`config.mk`:
```
export PLATFORM = sky130hd
export DESIGN_NAME = argb_range_keyed_color_shift_top
export DESIGN_NICKNAME = d
export VERILOG_FILES = /design/src/sv/arkcs_pkg.sv /design/src/sv/arkcs_cfg.sv /design/src/sv/arkcs_rule.sv /design/src/sv/argb_range_keyed_color_shift_top.sv
export SDC_FILE = /design/constraint.sdc
export NUM_CORES = 1
export LEC_CHECK = 0
export BUFFER_PORTS_ARGS = -buffer_cell sky130_fd_sc_hd__buf_2
export CORE_ASPECT_RATIO = 0.8
export CORE_MARGIN = 2
export CORE_UTILIZATION = 45
export DETAILED_ROUTE_END_ITERATION = 12
export GPL_TIMING_DRIVEN = 0
export MAX_ROUTING_LAYER = met4
export PLACE_DENSITY = 0.61
export SLEW_MARGIN = 0
export SYNTH_ARGS = -nofsm -noshare
export SYNTH_HDL_FRONTEND = slang
export SYNTH_SLANG_ARGS = --single-unit
```
`constraint.sdc`:
```
create_clock -name clk_i -period 8.8 [get_ports clk_i]
set_input_delay 0 -clock clk_i [delete_from_list [all_inputs] [get_ports clk_i]]
set_output_delay 0 -clock clk_i [all_outputs]
set_load 0.1 [all_outputs]
```
`src/sv/arkcs_pkg.sv`:
```
// ----------------------------------------------------------------------------
// arkcs_pkg
// shared types, constants and channel arithmetic for the range-keyed colour
// shift pipeline
// ----------------------------------------------------------------------------
package arkcs_pkg;

  localparam int unsigned PixW     = 32;
  localparam int unsigned HitsW    = 3;
  localparam int unsigned ChanW    = 8;
  localparam int unsigned NumChan  = 4;
  localparam int unsigned OffChW   = 9;
  localparam int unsigned WinW     = 2 * PixW;
  localparam int unsigned OffW     = NumChan * OffChW;
  localparam int unsigned CountW   = 2;
  localparam int unsigned CfgIdxW  = 3;
  localparam int unsigned CfgDataW = WinW;
  localparam int unsigned MaxRules = 3;

  localparam int unsigned RuleSlotsDef = 3;

  // register indexes: count first, then window/offset pairs per rule
  localparam logic [CfgIdxW-1:0] RegRuleCount = 3'd0;
  localparam int unsigned        RegRuleBase  = 1;

  typedef struct packed {
    logic [PixW-1:0]  pix;
    logic [HitsW-1:0] hits;
  } word_t;

  typedef struct packed {
    logic            en;
    logic [WinW-1:0] window;
    logic [OffW-1:0] offset;
  } rule_cfg_t;

  // all four channels inside the inclusive min/max window
  function automatic logic in_window(logic [PixW-1:0] pix, logic [WinW-1:0] win);
    logic             ok;
    logic [ChanW-1:0] ch;
    logic [ChanW-1:0] mn;
    logic [ChanW-1:0] mx;
    ok = 1'b1;
    for (int c = 0; c < NumChan; c++) begin
      ch = pix[c*ChanW +: ChanW];
      mn = win[c*ChanW +: ChanW];
      mx = win[PixW + c*ChanW +: ChanW];
      if (ch < mn || ch > mx) begin
        ok = 1'b0;
      end
    end
    return ok;
  endfunction

  // channel plus signed offset, clamped to 0..255
  function automatic logic [ChanW-1:0] sat_add(logic [ChanW-1:0] ch,
                                               logic [OffChW-1:0] off);
    logic [ChanW+1:0] sum;
    sum = {2'b00, ch} + {off[OffChW-1], off};
    if (sum[ChanW+1]) begin
      return '0;
    end else if (sum[ChanW]) begin
      return '1;
    end
    return sum[ChanW-1:0];
  endfunction

  function automatic logic [PixW-1:0] shift_pixel(logic [PixW-1:0] pix,
                                                  logic [OffW-1:0] off);
    logic [PixW-1:0] res;
    res = '0;
    for (int c = 0; c < NumChan; c++) begin
      res[c*ChanW +: ChanW] = sat_add(pix[c*ChanW +: ChanW], off[c*OffChW +: OffChW]);
    end
    return res;
  endfunction

endpackage

```
`src/sv/arkcs_cfg.sv`:
```
// ----------------------------------------------------------------------------
// arkcs_cfg
// configuration registers: rule count and per-rule window and offset
// ----------------------------------------------------------------------------
module arkcs_cfg #(
  parameter int unsigned RULE_SLOTS = arkcs_pkg::RuleSlotsDef
) (
  input  logic                            clk_i,
  input  logic                            rst_ni,
  input  logic                            cfg_we_i,
  input  logic [arkcs_pkg::CfgIdxW-1:0]   cfg_idx_i,
  input  logic [arkcs_pkg::CfgDataW-1:0]  cfg_data_i,
  output arkcs_pkg::rule_cfg_t            rule_cfg_o [RULE_SLOTS]
);

  logic [arkcs_pkg::CountW-1:0] rule_count_q;

  always_ff @(posedge clk_i or negedge rst_ni) begin
    if (!rst_ni) begin
      rule_count_q <= '0;
    end else if (cfg_we_i && cfg_idx_i == arkcs_pkg::RegRuleCount) begin
      rule_count_q <= cfg_data_i[arkcs_pkg::CountW-1:0];
    end
  end

  for (genvar k = 0; k < RULE_SLOTS; k++) begin : g_slot
    localparam logic [arkcs_pkg::CfgIdxW-1:0] WinIdx =
      arkcs_pkg::CfgIdxW'(arkcs_pkg::RegRuleBase + 2 * k);
    localparam logic [arkcs_pkg::CfgIdxW-1:0] OffIdx =
      arkcs_pkg::CfgIdxW'(arkcs_pkg::RegRuleBase + 2 * k + 1);

    logic [arkcs_pkg::WinW-1:0] window_q;
    logic [arkcs_pkg::OffW-1:0] offset_q;

    always_ff @(posedge clk_i or negedge rst_ni) begin
      if (!rst_ni) begin
        window_q <= '0;
        offset_q <= '0;
      end else if (cfg_we_i) begin
        if (cfg_idx_i == WinIdx) begin
          window_q <= cfg_data_i;
        end
        if (cfg_idx_i == OffIdx) begin
          offset_q <= cfg_data_i[arkcs_pkg::OffW-1:0];
        end
      end
    end

    // a count above the slot count simply enables every slot
    assign rule_cfg_o[k].en     = rule_count_q > arkcs_pkg::CountW'(k);
    assign rule_cfg_o[k].window = window_q;
    assign rule_cfg_o[k].offset = offset_q;
  end

endmodule

```
`src/sv/arkcs_rule.sv`:
```
// ----------------------------------------------------------------------------
// arkcs_rule
// one recolour rule as two pipeline stages: window match, then offset and
// saturate
// ----------------------------------------------------------------------------
module arkcs_rule #(
  parameter int unsigned RuleIdx = 0
) (
  input  logic                 clk_i,
  input  logic                 rst_ni,
  input  arkcs_pkg::rule_cfg_t cfg_i,
  input  logic                 up_valid_i,
  input  arkcs_pkg::word_t     up_word_i,
  output logic                 up_ready_o,
  output logic                 dn_valid_o,
  output arkcs_pkg::word_t     dn_word_o,
  input  logic                 dn_ready_i
);

  logic             a_valid_q;
  arkcs_pkg::word_t a_word_q;
  logic             a_match_q;
  logic             a_match_d;
  logic             a_ready;

  logic             b_valid_q;
  arkcs_pkg::word_t b_word_q;
  arkcs_pkg::word_t b_word_d;
  logic             b_ready;

  assign b_ready    = !b_valid_q || dn_ready_i;
  assign a_ready    = !a_valid_q || b_ready;
  assign up_ready_o = a_ready;

  // match stage
  assign a_match_d = cfg_i.en && arkcs_pkg::in_window(up_word_i.pix, cfg_i.window);

  always_ff @(posedge clk_i or negedge rst_ni) begin
    if (!rst_ni) begin
      a_valid_q <= 1'b0;
    end else if (a_ready) begin
      a_valid_q <= up_valid_i;
    end
  end

  always_ff @(posedge clk_i) begin
    if (a_ready && up_valid_i) begin
      a_word_q  <= up_word_i;
      a_match_q <= a_match_d;
    end
  end

  // shift stage
  always_comb begin
    b_word_d = a_word_q;
    if (a_match_q) begin
      b_word_d.pix = arkcs_pkg::shift_pixel(a_word_q.pix, cfg_i.offset);
    end
    b_word_d.hits[RuleIdx] = a_word_q.hits[RuleIdx] | a_match_q;
  end

  always_ff @(posedge clk_i or negedge rst_ni) begin
    if (!rst_ni) begin
      b_valid_q <= 1'b0;
    end else if (b_ready) begin
      b_valid_q <= a_valid_q;
    end
  end

  always_ff @(posedge clk_i) begin
    if (b_ready && a_valid_q) begin
      b_word_q <= b_word_d;
    end
  end

  assign dn_valid_o = b_valid_q;
  assign dn_word_o  = b_word_q;

endmodule

```
`src/sv/argb_range_keyed_color_shift_top.sv`:
```
// ----------------------------------------------------------------------------
// argb_range_keyed_color_shift_top
// ARGB8888 recolour pipeline with up to three range-keyed colour shift rules
// ----------------------------------------------------------------------------
// One pixel word is taken per cycle and one result word comes out per cycle
// while the output is not stalled. The pipeline is an input register
// followed, for each rule slot, by a window-match stage and an
// add-and-saturate stage. Rules run in index order, each on the pixel left by
// the one before. Every stage has its own valid bit and takes a new word
// whenever it is empty or its successor is moving, so bubbles are squeezed
// out and the input keeps accepting words while a finished result waits at
// the output, until the stages behind it are full. Configuration registers
// should only be written while the pipeline is empty; they feed the stages
// directly.
module argb_range_keyed_color_shift_top #(
  parameter int unsigned RULE_SLOTS = arkcs_pkg::RuleSlotsDef
) (
  input  logic                            clk_i,
  input  logic                            rst_ni,
  // pixel input channel
  input  logic                            in_valid_i,
  output logic                            in_stall_o,
  input  logic [arkcs_pkg::PixW-1:0]      pixel_in_i,
  // result channel
  output logic                            out_valid_o,
  input  logic                            out_stall_i,
  output logic [arkcs_pkg::PixW-1:0]      pixel_out_o,
  output logic [arkcs_pkg::HitsW-1:0]     rules_hit_o,
  // configuration write port
  input  logic                            cfg_we_i,
  input  logic [arkcs_pkg::CfgIdxW-1:0]   cfg_idx_i,
  input  logic [arkcs_pkg::CfgDataW-1:0]  cfg_data_i
);

  arkcs_pkg::rule_cfg_t rule_cfg [RULE_SLOTS];

  // stage k feeds rule k; entry RULE_SLOTS is the output side
  logic             st_valid [RULE_SLOTS+1];
  arkcs_pkg::word_t st_word  [RULE_SLOTS+1];
  logic             st_ready [RULE_SLOTS+1];

  // input register
  logic                       in_valid_q;
  logic [arkcs_pkg::PixW-1:0] in_pix_q;
  logic                       in_ready;

  arkcs_cfg #(
    .RULE_SLOTS (RULE_SLOTS)
  ) u_cfg (
    .clk_i      (clk_i),
    .rst_ni     (rst_ni),
    .cfg_we_i   (cfg_we_i),
    .cfg_idx_i  (cfg_idx_i),
    .cfg_data_i (cfg_data_i),
    .rule_cfg_o (rule_cfg)
  );

  // input stage takes a word when empty or when rule 0 is moving
  assign in_ready   = !in_valid_q || st_ready[0];
  assign in_stall_o = !in_ready;

  always_ff @(posedge clk_i or negedge rst_ni) begin
    if (!rst_ni) begin
      in_valid_q <= 1'b0;
    end else if (in_ready) begin
      in_valid_q <= in_valid_i;
    end
  end

  always_ff @(posedge clk_i) begin
    if (in_ready && in_valid_i) begin
      in_pix_q <= pixel_in_i;
    end
  end

  // hit mask starts clear; each rule only ever sets its own bit
  assign st_valid[0]     = in_valid_q;
  assign st_word[0].pix  = in_pix_q;
  assign st_word[0].hits = '0;

  for (genvar k = 0; k < RULE_SLOTS; k++) begin : g_rule
    arkcs_rule #(
      .RuleIdx (k)
    ) u_rule (
      .clk_i      (clk_i),
      .rst_ni     (rst_ni),
      .cfg_i      (rule_cfg[k]),
      .up_valid_i (st_valid[k]),
      .up_word_i  (st_word[k]),
      .up_ready_o (st_ready[k]),
      .dn_valid_o (st_valid[k+1]),
      .dn_word_o  (st_word[k+1]),
      .dn_ready_i (st_ready[k+1])
    );
  end

  // last shift stage register doubles as the output register
  assign st_ready[RULE_SLOTS] = !out_stall_i;
  assign out_valid_o          = st_valid[RULE_SLOTS];
  assign pixel_out_o          = st_word[RULE_SLOTS].pix;
  assign rules_hit_o          = st_word[RULE_SLOTS].hits;

endmodule

```
After elaboration in Yosys (flattened, before gate mapping)
Cells that the tools add are included.
- $add $sub $neg: 12
- order comparisons: 27
- eq/ne operators: 6
- mux-type cells: 87
- reduce and logical (&&, ||, !) cells: 46
- operators by type and width (cell ; count):
    $mux 8 ; 36
    $add 9x9->10 ; 12
    $gt 8x8->1 ; 12
    $lt 8x8->1 ; 12
    $mux 32 ; 3
    $mux 1 ; 48
    $logic_or 1x1->1 ; 19
    $reduce_and 2->1 ; 6
    $logic_and 1x1->1 ; 11
    $eq 3x3->1 const B ; 3
    $logic_not 1->1 ; 9
    $eq 3x2->1 const B ; 2
    $gt 2x1->1 const B ; 2
    $eq 3x1->1 const B ; 1
    $logic_not 3->1 ; 1
    $gt 2x2->1 const B ; 1
- register bits: 545
- word-level logic and storage cells: 207

Longest topological paths before layout
- depth after elaboration: 9
- depth in mapped cells: 9
- mapped depth without buffers: 9

Cells and area by module
A second synthesis with hierarchy kept.
- cell total of the unflattened synthesis: 2300
- area, all modules: 29415.7 µm²
- by module, submodules not included (module ; instances ; cells an instance ; area each (µm²) ; sequential area each (µm²)):
    arkcs_cfg ; 1 ; 646 ; 11337.1 ; 7557.2
    arkcs_rule (g_rule[0].u_rule) ; 1 ; 535 ; 5775.5 ; 2182.1
    arkcs_rule (g_rule[2].u_rule) ; 1 ; 549 ; 5670.4 ; 2182.1
    arkcs_rule (g_rule[1].u_rule) ; 1 ; 531 ; 5606.6 ; 2182.1
    argb_range_keyed_color_shift_top ; 1 ; 39 ; 1026.0 ; 985.9

Worst setup path before layout
Ideal clock, no wire load.
- path type: register to register
- start: reg g_rule[2].u_rule.b_valid_q
- end: reg g_rule[2].u_rule.b_word_q (netlist bit g_rule[2].u_rule.dn_word_o[0]), enable pin
- setup time: 0.481 ns
- arrival: 3.490 ns
- slack: 4.829 ns
- cell stages (with the launch flop): 2
- buffers on the path: 0
- cells stage by stage: dfrtp_1 a21boi_0
- cells in the longest elaborated chain, start to end: 3
- RTL lines (what ; line ; source):
    from (decl) ; arkcs_rule.sv:26 ; logic b_valid_q;
    from (signal assigned) ; arkcs_rule.sv:66 ; b_valid_q <= a_valid_q;
    $logic_not 1->1 ; arkcs_rule.sv:31 ; assign b_ready = !b_valid_q || dn_ready_i;
    $logic_or 1x1->1 ; arkcs_rule.sv:31 ;
    $logic_and 1x1->1 ; arkcs_rule.sv:71 ; if (b_ready && a_valid_q) begin
    to (signal assigned) ; arkcs_rule.sv:72 ; b_word_q <= b_word_d;
    to (decl) ; arkcs_rule.sv:27 ; arkcs_pkg::word_t b_word_q;
No other way between the ends.
A chain may end at the register's enable or synchronous reset.

Worst setup path after layout
- start: reg g_rule[0].u_rule.b_word_q (netlist bit g_rule[0].u_rule.dn_word_o[20])
- end: reg g_rule[1].u_rule.a_match_q (data pin)
- cells in the longest elaborated chain, start to end: 5
- elaborated cells between the ends (all ways): 6
- classes of those cells: 2 x order compare; 2 x mux; 2 x reduce/logical
- RTL lines (what ; line ; source):
    from (decl) ; arkcs_rule.sv:27 ;
    from (signal assigned) ; arkcs_rule.sv:72 ;
    $lt 8x8->1 or $gt 8x8->1 (tied branches) ; arkcs_pkg.sv:48 ; if (ch < mn || ch > mx) begin
    $logic_or 1x1->1 (*) ; arkcs_pkg.sv:48 ;
    $mux 1 (*) (2 in a row) ; arkcs_pkg.sv:48 ;
    $logic_and 1x1->1 (*) ; arkcs_rule.sv:36 ; assign a_match_d = cfg_i.en && arkcs_pkg::in_window(up_word_i.pix, cfg_i.window);
    net g_rule[1].u_rule.a_match_d ; arkcs_rule.sv:23 ; logic a_match_d;
    to (signal assigned) ; arkcs_rule.sv:49 ; a_match_q <= a_match_d;
    to (decl) ; arkcs_rule.sv:22 ; logic a_match_q;
The timed path passes the listed nets; every way through them passes the cells marked *.

==> impl_metrics.tcl <==
set metrics [dict create \
    grt_pass1_vias 19600 \
    startpoint_type "flop" \
    avgSynthCellArea_um2 11.7 \
    syn_nets 2855 \
    rsz0062_at_grt "false" \
    slew_viol_final 0 \
    worst_slew_pin_slew_ps 950 \
    crit_type "flop to flop" \
    swShare_pct 35.5 \
    synth_compound_area_share_pct 13.4 \
    gp_congestion 0.882 \
    htree_levels 2 \
    ant_nets 0 \
    synthAdderAreaFrac_pct 12.8 \
    die_area_mm2 0.0660 \
    cts_buffer_depth 3 \
    routed_wl_um 70900 \
    r2r_cells 8 \
    cts_buffers 60 \
    syn_inst 2463 \
    gr-total-overflow 0 \
    die_w_um 287 \
    yosys-top-cells-area "dfrtp_1, edfxtp_1, ha_1" \
    synth_top_family_by_area "compound AO/OA/AOI/OAI gates" \
    ys_seq_area_share_pct 51.5 \
    drive_above_1_share_pct 19.8 \
    syn2layout_area_growth_pct 17.1 \
    drtIter0Drc 1373 \
    drc 0 \
    synthMostInstantiatedCell "dfrtp_1" \
    whs_ps -2.70 \
    fin_util_pct 53.5 \
    clock_latency_ps 630 \
    reg2reg_from "g_rule[0].u_rule.dn_word_o[20]$_DFFE_PP_" \
    peakVddDrop_v 0.000149 \
    async_reset_ff_share_pct 56.7 \
    hold_viol_final 1 \
    grt_pass1_wl_um 110000 \
    antenna_found_initial 9 \
    num_vias 19600 \
    clock_skew_ps 15.0 \
    synth_commonest_cells "dfrtp_1, a21oi_1, ha_1" \
    crit_arrival_ps 3220 \
    fin_crit_sh_pct 31.9 \
    io_pins 141 \
    p_sw_mw 3.46 \
    place_area_mm2 0.0307 \
    yosysTopAreaCell "dfrtp_1" \
    hold_class "input pin to asynchronous set/reset pin" \
    violations "negative hold slack" \
    synth-simple-area-share_pct 6.96 \
    nNetsFinal 3164 \
    tritoncts "yes" \
    synth_top_area_share_pct 26.9 \
    p_clk_share_pct 25.8 \
    core_mm2 0.0630 \
    finalSetupTns_ps 0 \
    post-place-ws_ps 6040 \
    power_density_mw_per_mm2 289 \
    reg2reg_slack_ps 5990 \
    dp_hpwl_um 54400 \
    synth-seq-cells 545 \
    ys.flop_type "dfrtp_1" \
    start_util_pct 45.7 \
    grt_usage_pct 22.3 \
    crit_start "g_rule[0].u_rule.dn_word_o[20]$_DFFE_PP_" \
    setup_violations 0 \
    yosys_warnings 0 \
    p_int_mw 6.29 \
    die_y_um 230 \
    post-route-min-period_ps 2810 \
    clkTransAtPathRegs_ps 60 \
    dr.pass1.iters 7 \
    end_kind "flop" \
    rows 82 \
    port_buffers 140 \
    worst_slack_ps 5990 \
    crit_fanout 3 \
    seqPwrFrac_pct 38.2 \
    cp-endpoint "g_rule[1].u_rule.a_match_q$_DFFE_PP_" \
    wl_per_cell_um 19.3 \
    power.leakage_nw 14.7 \
    synth-edff-count 236 \
    cts_root_buf "clkbuf_16" \
    r2r_end "g_rule[1].u_rule.a_match_q$_DFFE_PP_" \
    slew_headroom_pct 36.3 \
    p_comb_share_pct 36.1 \
    synth_cell_types 55 \
    outcome "finished with violations" \
    finish.instance_area_mm2 0.0337 \
    synth-xor-area-share_pct 1.89 \
    critPathRequiredTime_ps 9210 \
    vias_per_cell 5.34 \
    cts.sinks 545 \
    grt_start_max_net_pins 114 \
    synth_mux_area_share_pct 9.85 \
    fmax_mhz 356 \
    maxCapViolCount 0 \
    syn-cell-area_mm2 0.0288 \
]
## what timing repair did
action                                  CTS  global route
endpoints found under the setup margin    0             0
endpoints found under the hold margin   473             0
resized for setup                         0             0
hold buffers                            103             0
setup buffers                             0             0
## cell usage in the layout (no fill, tap or decap), drive strengths merged, types with 48 or more instances in the layout
cell type / n
inv: 213
edfxtp: 236
ha: 276
nor2: 197
dfrtp: 309
xnor2: 48
clkbuf: 121
o21ai: 143
mux2: 242
dlygate4sd3: 103
a21oi: 276
buf: 176
nand2: 126
a21o: 51
## kinds of logic after synthesis
family / count (synthesis)
compound gates: 596
flops: 545
mux: 253
xor+xnor: 62
simple gates: 452
buf+inv: 267
fa+ha+maj: 288
## area by class of cell
cell class	count	area, um2
Timing Repair Buffer	247	1840
Multi-Input combinational cell	1651	12900
Clock inverter	17	116
Antenna cell	4	10.0
Sequential cell	545	14800
Clock buffer	96	1880
Buffer	57	253
Inverter	210	788
Fill cell	5326	29300
Tap cell	840	1050
## worst min path at each step
stage / to / cells past startpoint / startpoint / slack, ps
detailed placement: in_valid_q$_DFFE_PN0N_ / 1 / rst_ni / 100
global placement: in_pix_q[14]$_DFFE_PP_ / 1 / pixel_in_i[14] / 180
global route: in_pix_q[15]$_DFFE_PP_ / 2 / pixel_in_i[15] / 60
CTS: in_valid_q$_DFFE_PN0N_ / 2 / rst_ni / 20
finish: u_cfg.g_slot[0].window_q[38]$_DFFE_PN0P_ / 2 / rst_ni / -3
floorplan: g_rule[0].u_rule.a_valid_q$_DFFE_PN0P_ / 0 / rst_ni / -300
## worst max-delay path, cell delays in order (launching register included)
cell       delay [ps]
edfxtp_1          450
ha_1              340
nor2b_1           140
o21a_1            160
o21ai_0           190
a21oi_1           120
a2111oi_0         670
o221ai_1          230
nor4_1            300
## state kept, by name, indices dropped and copies added, names as in the netlist, 3 cells and up
| name | cells |
|---|---|
| g_rule.u_rule.dn_valid_o | 3 |
| g_rule.u_rule.a_valid_q | 3 |
| in_pix_q | 32 |
| g_rule.u_rule.a_match_q | 3 |
| u_cfg.g_slot.offset_q | 108 |
| u_cfg.g_slot.window_q | 192 |
| g_rule.u_rule.dn_word_o | 102 |
| g_rule.u_rule.a_word_q | 99 |
## metrics by stage
stage	std cells	total power, mW	hold WS, ps
2_1_floorplan	2463	6.39	-296
3_3_place_gp	3443	7.09	176
3_5_place_dp	3447	7.23	105
4_1_cts	3663	9.81	18.3
5_1_grt	3665	10.4	55.9
6_report	3667	9.75	-2.70
## layer usage
metal | part of all wire (%) | up-vias | global-route usage [%]
met1 | 48 | 9454 | 31.7
met3 | 5.5 | 115 | 3.41
li1 | - | 9531 | -
met4 | 2.9 | 0 | 6.71
met5 | 0 | - | -
met2 | 43 | 476 | 33.0
## power groups by stage
stage	Sequential, mW	Clock, mW	Combinational [mW]
floorplan	3.99	0	2.40
global placement	3.77	0	3.33
detailed placement	3.77	0	3.45
CTS	3.72	2.57	3.52
global route	3.80	2.68	3.93
finish	3.72	2.51	3.52
Power figures use the tool's default switching activity.
